===== config.mk =====
export PLATFORM = sky130hd
export DESIGN_NAME = keypad_set_hms_countdown_top
export DESIGN_NICKNAME = d
export VERILOG_FILES = /design/src/kphms_pkg.sv /design/src/kphms_entry.sv /design/src/kphms_count.sv /design/src/keypad_set_hms_countdown_top.sv
export SDC_FILE = /design/constraint.sdc
export NUM_CORES = 1
export LEC_CHECK = 0
export BUFFER_PORTS_ARGS = -buffer_cell sky130_fd_sc_hd__buf_2
export CORE_AREA = 2 2 119 121
export CTS_BUF_LIST = sky130_fd_sc_hd__clkbuf_16
export DETAILED_ROUTE_END_ITERATION = 7
export DIE_AREA = 0 0 121 123
export GPL_ROUTABILITY_DRIVEN = 0
export PLACE_DENSITY_LB_ADDON = 0.08
export SYNTH_ARGS = -nofsm -noshare
export SYNTH_HDL_FRONTEND = slang
export SYNTH_SLANG_ARGS = --single-unit

===== constraint.sdc =====
create_clock -name clk_i -period 12.85 [get_ports clk_i]
set_clock_uncertainty 0.1 [all_clocks]
set_input_delay 1.285 -clock clk_i [delete_from_list [all_inputs] [get_ports clk_i]]
set_output_delay 1.285 -clock clk_i [all_outputs]
set_load 0.03 [all_outputs]

===== src/kphms_pkg.sv =====
// Shared types and constants of the keypad-set HH:MM:SS countdown timer.
package kphms_pkg;

  typedef enum logic [1:0] {
    MODE_SETUP = 2'd0,
    MODE_COUNT = 2'd1,
    MODE_ALARM = 2'd2
  } mode_e;

  localparam logic ACT_KEY  = 1'b0;
  localparam logic ACT_TICK = 1'b1;

  localparam logic [7:0] KEY_ZERO   = 8'h30;
  localparam logic [7:0] KEY_NINE   = 8'h39;
  localparam logic [7:0] KEY_EQUALS = 8'h3D;

  localparam logic [2:0] POS_FULL      = 3'd6;
  localparam logic [6:0] HOURS_MAX_RST = 7'd32;
  localparam logic [6:0] MIN_SEC_LIMIT = 7'd59;

  typedef logic [5:0][3:0] slots_t;

  typedef struct packed {
    logic       action;
    logic [7:0] key_code;
  } req_t;

  typedef struct packed {
    logic [1:0] mode;
    logic [2:0] entry_position;
    logic [6:0] hours;
    logic [5:0] minutes;
    logic [5:0] seconds;
    logic       buzzer_on;
    logic       pair_rejected;
    logic [3:0] last_digit;
  } rsp_t;

  typedef struct packed {
    logic       digit_ok;
    logic       load_ok;
    logic [2:0] pos;
    slots_t     slots;
    logic       rejected;
    logic [3:0] digit;
    logic [6:0] hours;
    logic [5:0] minutes;
    logic [5:0] seconds;
    logic       zero;
  } entry_t;

  typedef struct packed {
    logic [6:0] hours;
    logic [5:0] minutes;
    logic [5:0] seconds;
    logic       zero;
  } count_t;

endpackage


===== src/kphms_entry.sv =====
// Keypad entry logic: digit slot fill, pair limit check and time load.
module kphms_entry import kphms_pkg::*; (
  input  logic [7:0] key_i,
  input  logic [2:0] pos_i,
  input  slots_t     slots_i,
  input  logic [6:0] hours_max_i,
  output entry_t     ent_o
);

  logic       is_digit;
  logic [3:0] digit;
  logic [2:0] lo_idx;
  logic [3:0] hi;
  logic [6:0] pair_val;
  logic [6:0] limit;
  logic [6:0] min_full;
  logic [6:0] sec_full;

  always_comb begin
    is_digit = (key_i >= KEY_ZERO) && (key_i <= KEY_NINE);
    digit    = 4'(key_i - KEY_ZERO);
    // An odd fill count means this digit completes a pair.
    lo_idx   = 3'(pos_i - 3'd1);
    hi       = pos_i[0] ? slots_i[lo_idx] : 4'd0;
    pair_val = 7'(hi) * 7'd10 + 7'(digit);
    limit    = (pos_i == 3'd1) ? hours_max_i : MIN_SEC_LIMIT;

    ent_o.digit_ok = is_digit && (pos_i < POS_FULL);
    ent_o.digit    = ent_o.digit_ok ? digit : 4'd0;
    ent_o.rejected = ent_o.digit_ok && pos_i[0] && (pair_val > limit);
    ent_o.pos      = ent_o.rejected ? lo_idx : 3'(pos_i + 3'd1);

    for (int i = 0; i < 6; i++) begin
      ent_o.slots[i] = slots_i[i];
      if (3'(i) == pos_i) begin
        ent_o.slots[i] = digit;
      end
      if (ent_o.rejected && ((3'(i) == pos_i) || (3'(i) == lo_idx))) begin
        ent_o.slots[i] = 4'd0;
      end
    end

    ent_o.load_ok = (key_i == KEY_EQUALS) && (pos_i == POS_FULL);
    ent_o.hours   = 7'(slots_i[0]) * 7'd10 + 7'(slots_i[1]);
    min_full      = 7'(slots_i[2]) * 7'd10 + 7'(slots_i[3]);
    sec_full      = 7'(slots_i[4]) * 7'd10 + 7'(slots_i[5]);
    ent_o.minutes = min_full[5:0];
    ent_o.seconds = sec_full[5:0];
    ent_o.zero    = (ent_o.hours == 7'd0) && (ent_o.minutes == 6'd0)
                    && (ent_o.seconds == 6'd0);
  end

endmodule


===== src/kphms_count.sv =====
// Countdown step: one-second decrement with borrow across seconds, minutes, hours.
module kphms_count import kphms_pkg::*; (
  input  logic       skip_i,
  input  logic [6:0] hours_i,
  input  logic [5:0] minutes_i,
  input  logic [5:0] seconds_i,
  output count_t     cnt_o
);

  always_comb begin
    cnt_o.hours   = hours_i;
    cnt_o.minutes = minutes_i;
    cnt_o.seconds = seconds_i;
    if (!skip_i) begin
      if (seconds_i != 6'd0) begin
        cnt_o.seconds = seconds_i - 6'd1;
      end else begin
        cnt_o.seconds = MIN_SEC_LIMIT[5:0];
        if (minutes_i != 6'd0) begin
          cnt_o.minutes = minutes_i - 6'd1;
        end else begin
          cnt_o.minutes = MIN_SEC_LIMIT[5:0];
          if (hours_i != 7'd0) begin
            cnt_o.hours = hours_i - 7'd1;
          end
        end
      end
    end
    cnt_o.zero = (cnt_o.hours == 7'd0) && (cnt_o.minutes == 6'd0)
                 && (cnt_o.seconds == 6'd0);
  end

endmodule


===== src/keypad_set_hms_countdown_top.sv =====
// Top level of the keypad-set HH:MM:SS countdown timer with alarm buzzer.
// A request is taken into the input register, and once it moves on its result is
// written into the result register, which offers it on the output.
// Throughput: one request per cycle, set by the combinational update between the two
// registers; a stalled result blocks new requests only once the input register is full.
// Reset (rst_ni low, asynchronous) clears the timer state to setup with hours_max at 32.
module keypad_set_hms_countdown_top import kphms_pkg::*; (
  input  logic       clk_i,
  input  logic       rst_ni,
  input  logic       in_valid_i,
  output logic       in_stall_o,
  input  req_t       in_data_i,
  output logic       out_valid_o,
  input  logic       out_stall_i,
  output rsp_t       out_data_o,
  input  logic       cfg_we_i,
  input  logic [6:0] cfg_data_i
);

  // Input register. It holds one request until the result register can take
  // its result; in_stall_o follows out_stall_i only while both are full.
  logic s1_valid_q;
  req_t s1_req_q;

  // Result register.
  logic out_valid_q;
  rsp_t out_data_q;

  // Timer state.
  logic [6:0] hours_max_q;
  mode_e      mode_q, mode_d;
  logic [2:0] pos_q, pos_d;
  slots_t     slots_q, slots_d;
  logic [6:0] hours_q, hours_d;
  logic [5:0] minutes_q, minutes_d;
  logic [5:0] seconds_q, seconds_d;
  logic       skip_q, skip_d;
  logic       buzzer_q, buzzer_d;

  logic       rejected;
  logic [3:0] digit;
  logic       advance;
  logic       fire;
  entry_t     ent;
  count_t     cnt;

  // The held request moves on whenever the result register is empty or its
  // result is being taken in this cycle.
  assign advance    = !out_valid_q || !out_stall_i;
  assign fire       = s1_valid_q && advance;
  assign in_stall_o = s1_valid_q && !advance;

  kphms_entry u_entry (
    .key_i       (s1_req_q.key_code),
    .pos_i       (pos_q),
    .slots_i     (slots_q),
    .hours_max_i (hours_max_q),
    .ent_o       (ent)
  );

  kphms_count u_count (
    .skip_i    (skip_q),
    .hours_i   (hours_q),
    .minutes_i (minutes_q),
    .seconds_i (seconds_q),
    .cnt_o     (cnt)
  );

  // Next state. Keys act only in setup and ticks only while counting or in
  // alarm; every other combination leaves the state as it is but still
  // produces a result.
  always_comb begin
    mode_d    = mode_q;
    pos_d     = pos_q;
    slots_d   = slots_q;
    hours_d   = hours_q;
    minutes_d = minutes_q;
    seconds_d = seconds_q;
    skip_d    = skip_q;
    buzzer_d  = buzzer_q;
    rejected  = 1'b0;
    digit     = 4'd0;
    if (fire) begin
      if (s1_req_q.action == ACT_KEY) begin
        if (mode_q == MODE_SETUP) begin
          if (ent.digit_ok) begin
            pos_d    = ent.pos;
            slots_d  = ent.slots;
            rejected = ent.rejected;
            digit    = ent.digit;
          end else if (ent.load_ok) begin
            hours_d   = ent.hours;
            minutes_d = ent.minutes;
            seconds_d = ent.seconds;
            if (ent.zero) begin
              mode_d   = MODE_ALARM;
              buzzer_d = 1'b0;
            end else begin
              mode_d = MODE_COUNT;
              skip_d = 1'b1;
            end
          end
        end
      end else begin
        unique case (mode_q)
          MODE_COUNT: begin
            skip_d    = 1'b0;
            hours_d   = cnt.hours;
            minutes_d = cnt.minutes;
            seconds_d = cnt.seconds;
            if (cnt.zero) begin
              mode_d   = MODE_ALARM;
              buzzer_d = 1'b0;
            end
          end
          MODE_ALARM: buzzer_d = !buzzer_q;
          MODE_SETUP: ;
          default: ;
        endcase
      end
    end
  end

  always_ff @(posedge clk_i or negedge rst_ni) begin
    if (!rst_ni) begin
      s1_valid_q  <= 1'b0;
      out_valid_q <= 1'b0;
      hours_max_q <= HOURS_MAX_RST;
      mode_q      <= MODE_SETUP;
      pos_q       <= 3'd0;
      slots_q     <= '0;
      hours_q     <= 7'd0;
      minutes_q   <= 6'd0;
      seconds_q   <= 6'd0;
      skip_q      <= 1'b0;
      buzzer_q    <= 1'b0;
    end else begin
      if (!in_stall_o) begin
        s1_valid_q <= in_valid_i;
      end
      if (advance) begin
        out_valid_q <= s1_valid_q;
      end
      if (cfg_we_i) begin
        hours_max_q <= cfg_data_i;
      end
      mode_q    <= mode_d;
      pos_q     <= pos_d;
      slots_q   <= slots_d;
      hours_q   <= hours_d;
      minutes_q <= minutes_d;
      seconds_q <= seconds_d;
      skip_q    <= skip_d;
      buzzer_q  <= buzzer_d;
    end
  end

  // Payload registers carry no reset.
  always_ff @(posedge clk_i) begin
    if (!in_stall_o && in_valid_i) begin
      s1_req_q <= in_data_i;
    end
    if (fire) begin
      out_data_q.mode           <= mode_d;
      out_data_q.entry_position <= pos_d;
      out_data_q.hours          <= hours_d;
      out_data_q.minutes        <= minutes_d;
      out_data_q.seconds        <= seconds_d;
      out_data_q.buzzer_on      <= buzzer_d;
      out_data_q.pair_rejected  <= rejected;
      out_data_q.last_digit     <= digit;
    end
  end

  assign out_valid_o = out_valid_q;
  assign out_data_o  = out_data_q;

  // Once the timer has left setup it never returns there.
  a_no_return_to_setup: assert property (@(posedge clk_i) disable iff (!rst_ni)
    (mode_q != MODE_SETUP) |=> (mode_q != MODE_SETUP))
    else $error("timer returned to setup mode");

  // Entering alarm always starts with the buzzer off.
  a_alarm_starts_quiet: assert property (@(posedge clk_i) disable iff (!rst_ni)
    (mode_q != MODE_ALARM && mode_d == MODE_ALARM) |=> !buzzer_q)
    else $error("alarm entered with buzzer on");

  // A rejected pair leaves the fill count at the start of a pair, in setup.
  a_reject_even_pos: assert property (@(posedge clk_i) disable iff (!rst_ni)
    (out_valid_o && out_data_o.pair_rejected) |->
      (!out_data_o.entry_position[0] && out_data_o.mode == MODE_SETUP))
    else $error("pair rejection left an odd entry position");

  // A request that is held back always sits in the input register.
  a_stall_needs_held_request: assert property (@(posedge clk_i) disable iff (!rst_ni)
    in_stall_o |-> (s1_valid_q && out_valid_q))
    else $error("input stalled with nothing held");

endmodule

==> out/qor.json <==
{
  "ir_worst_vdd_mv": 0.0597,
  "final_hold_viol_count": 0,
  "finalNetCount": 714,
  "die_w_um": 121,
  "post-synth-top-area-fraction_pct": 24.2,
  "synth_largest_area_cell": "dfrtp_1",
  "final_hpwl_from_detailed_placement_um": 11000,
  "combined_area_of_all_synthesized_cells_um2": 6000,
  "setup_repair_after_global_routing_missed_its_margin": "false",
  "cp_data_required_time_ns": 13.03,
  "synthesis.yosys.warnings": 0,
  "port_buffer_count": 52,
  "finalSetupTns_ns": 0,
  "diodes": 0,
  "drt_iter0_drc": 417,
  "grt_pass1_wl_um": 24400,
  "global_route.usage.met2_pct": 35.6,
  "synth.lib_cells_used.distinct": 62,
  "arrival_ns": 6.02,
  "mapped_nets": 673,
  "worstReg2RegStart": "pos_q[0]",
  "register_share_of_total_power_pct": 45.5,
  "cts-buffers-inserted": 9,
  "htreeDepth": 3,
  "asyncSetResetFlopFracSynth_pct": 60.2,
  "crit_fanout": 11,
  "insertion_delay_ns": 0.36,
  "area.growth.synth_to_final_pct": 11.7,
  "timing.max_cap.violations": 0,
  "globalRouteMet3Util_pct": 2.77,
  "grt_antenna_before_repair": 0,
  "reg2reg_to": "slots_q[17]",
  "die_y_um": 123,
  "grtUsageTotal_pct": 21.2,
  "final_util_pct": 49.3,
  "final_common_cell": "dfrtp_1",
  "hold_path_end": "out_valid_o",
  "drc": 0,
  "synth_enable_flop_cells": 39,
  "clock_tree.buffer_depth": 2,
  "vias_after_detailed_routing": 4737,
  "final_worst_path_cycle_share_pct": 45.5,
  "reg2reg_depth": 20,
  "die_area_um2": 14900,
  "fmax_achieved_ghz": 0.171,
  "grt_busiest_layer": "met2",
  "drt_first_pass_iters": 4,
  "hold_path_startpoint": "s1_valid_q",
  "numPlacedInstances": 809,
  "floorplan.rows": 43,
  "timing.slew.headroom_pct": 40.0,
  "cts_post_setup_buffers_inserted": 0,
  "postSynth.topFlopCell": "dfrtp_1",
  "pre_cts_slack_ns": 7.11,
  "grt_max_degree": 60,
  "setup_viol_count_final": 0,
  "grt_pass1_vias": 4625,
  "wire_per_inst_um": 18.0,
  "fin_cells": 825,
  "maxSlewViolCount": 0,
  "clock_sink_count": 98,
  "rrSetupSlack_ns": 7.01,
  "final_layout_size_suffix_gt1_share_pct": 14.3,
  "post_cts_hold_buffer_count": 0,
  "clock_tree_from_tritoncts": "yes",
  "fin_ws_ns": 7.01,
  "synth_seq_cells": 98,
  "power.density_nw_per_um2": 136,
  "post_synth_main_area_contributors": "dfrtp_1, edfxtp_1, ha_1",
  "cp-start-kind": "flop",
  "grt.overflow.total": 0,
  "swShare_pct": 34.1,
  "hp_class": "reg2reg",
  "cts_root_buffer": "clkbuf_16",
  "via_per_inst": 5.74,
  "worst_setup_path_end_kind": "flop",
  "synth_cells": 599,
  "hold-path-cell-count": 1,
  "worst-slew-pin-transition_ns": 0.895,
  "synth-seq-area-share_pct": 44.1,
  "routed_wl_um": 14900,
  "pin_count": 53,
  "run_status": "finished clean",
  "most_frequent_cells_in_the_layout": "dfrtp_1, nor2_1, buf_2, nand2_1, ha_1",
  "clk_pin_slew_worst_paths_ns": 0.07,
  "initial_util_pct": 44.1,
  "coreArea_um2": 13600,
  "power_frac_clock_pct": 28.8,
  "post_cts_resize_count": 0,
  "netSwitchingPower_w": 0.000310,
  "worstSetupPathType": "reg2reg",
  "cell_internal_pwr_w": 0.000599,
  "p_leak_nw": 2.87,
  "post_synth.cell_area_avg_um2": 10.0,
  "finalCriticalPeriod_ns": 5.84,
  "detail_route_antenna_nets": 0,
  "grt_util_met1_pct": 27.4,
  "power.combinational.fraction_pct": 25.7
}
==> final cells by class <==
class | count | area (um^2)
Tap cell | 180 | 225
Timing Repair Buffer | 57 | 298
Inverter | 35 | 131
Clock inverter | 6 | 38.8
Clock buffer | 10 | 250
Fill cell | 1257 | 6910
Sequential cell | 98 | 2650
Multi-Input combinational cell | 439 | 3110
==> kinds of logic after synthesis <==
| logic type | share of synthesized area (%) |
|---|---|
| AOI/OAI and AO/OA | 16.4 |
| and+or+nand+nor | 16.7 |
| adders and majority gates | 11.8 |
| muxes | 3.02 |
| buffers and inverters | 4.04 |
| xor gates and xnor gates | 3.94 |
| DFF | 44.1 |
==> power groups by stage <==
stage	registers (W)	clock network [W]	logic (W)
6_report	0.000414	0.000262	0.000234
5_1_grt	0.000421	0.000281	0.000261
4_1_cts	0.000414	0.000267	0.000234
3_5_place_dp	0.000419	0	0.000234
3_3_place_gp	0.000419	0	0.000231
2_1_floorplan	0.000423	0	0.000166
==> cells in the mapped netlist, types with 5 or more instances <==
master	number
mux2i_1	8
ha_1	47
xnor2_1	21
inv_1	34
nor2_1	55
nor3_1	20
nand2b_1	5
mux2_2	9
o21ai_0	31
o22ai_1	13
nor4b_1	6
a31oi_1	9
clkbuf_1	24
and3_1	12
edfxtp_1	39
fa_1	6
dfrtp_1	58
nor2b_1	10
o2bb2ai_1	21
nand2_1	47
xor2_1	6
nand4_1	11
a21oi_1	27
nand3_1	12
==> layer usage <==
metal	vias up	share of wire, %
met1	2310	44
met5	-	0
met3	27	3.8
met2	115	50
met4	0	2.8
li1	2285	-
==> critical path: stages, from the launching register on <==
cell and delay (ns):
dfrtp_1 0.46, inv_1 0.18, ha_1 0.27, xor2_1 0.54
nor2_1 0.11, o21ai_0 0.36, inv_1 0.12, ha_1 0.30
ha_1 0.22, fa_1 0.53, nand2_1 0.06, nor2_1 0.11
xnor2_1 0.14, xnor2_1 0.14, ha_1 0.26, nand4_1 0.09
o21bai_1 0.11, a31oi_1 0.32, nor3_1 0.79, nand2_1 0.32
o2bb2ai_1 0.22
==> sequential cells by signal (all words and copies together), names as in the netlist <==
name and cells:
out_data_o 30, slots_q 24, s1_req_q 9, hours_max_q 7
hours_q 7, minutes_q 6, seconds_q 6, pos_q 3
mode_q 2, buzzer_q 1, out_valid_o 1, s1_valid_q 1
skip_q 1
==> how the worst max path moves through the flow <==
stage	startpoint	to	slack (ns)
2_1_floorplan	pos_q[0]	slots_q[0]	7.92
3_3_place_gp	pos_q[0]	slots_q[1]	7.38
3_5_place_dp	pos_q[0]	slots_q[8]	7.11
4_1_cts	pos_q[0]	slots_q[17]	7.08
5_1_grt	pos_q[0]	slots_q[16]	6.40
6_report	pos_q[0]	slots_q[17]	7.01
==> through the flow <==
stage	area, um^2	hold WS [ns]	power (W)
floorplan	6000	0.357	0.000588
finish	6710	0.396	0.000910
CTS	6710	0.396	0.000915
detailed placement	6420	0.376	0.000653
global route	6710	0.423	0.000962
global placement	6420	0.372	0.000650
Power figures use the tool's default switching activity.
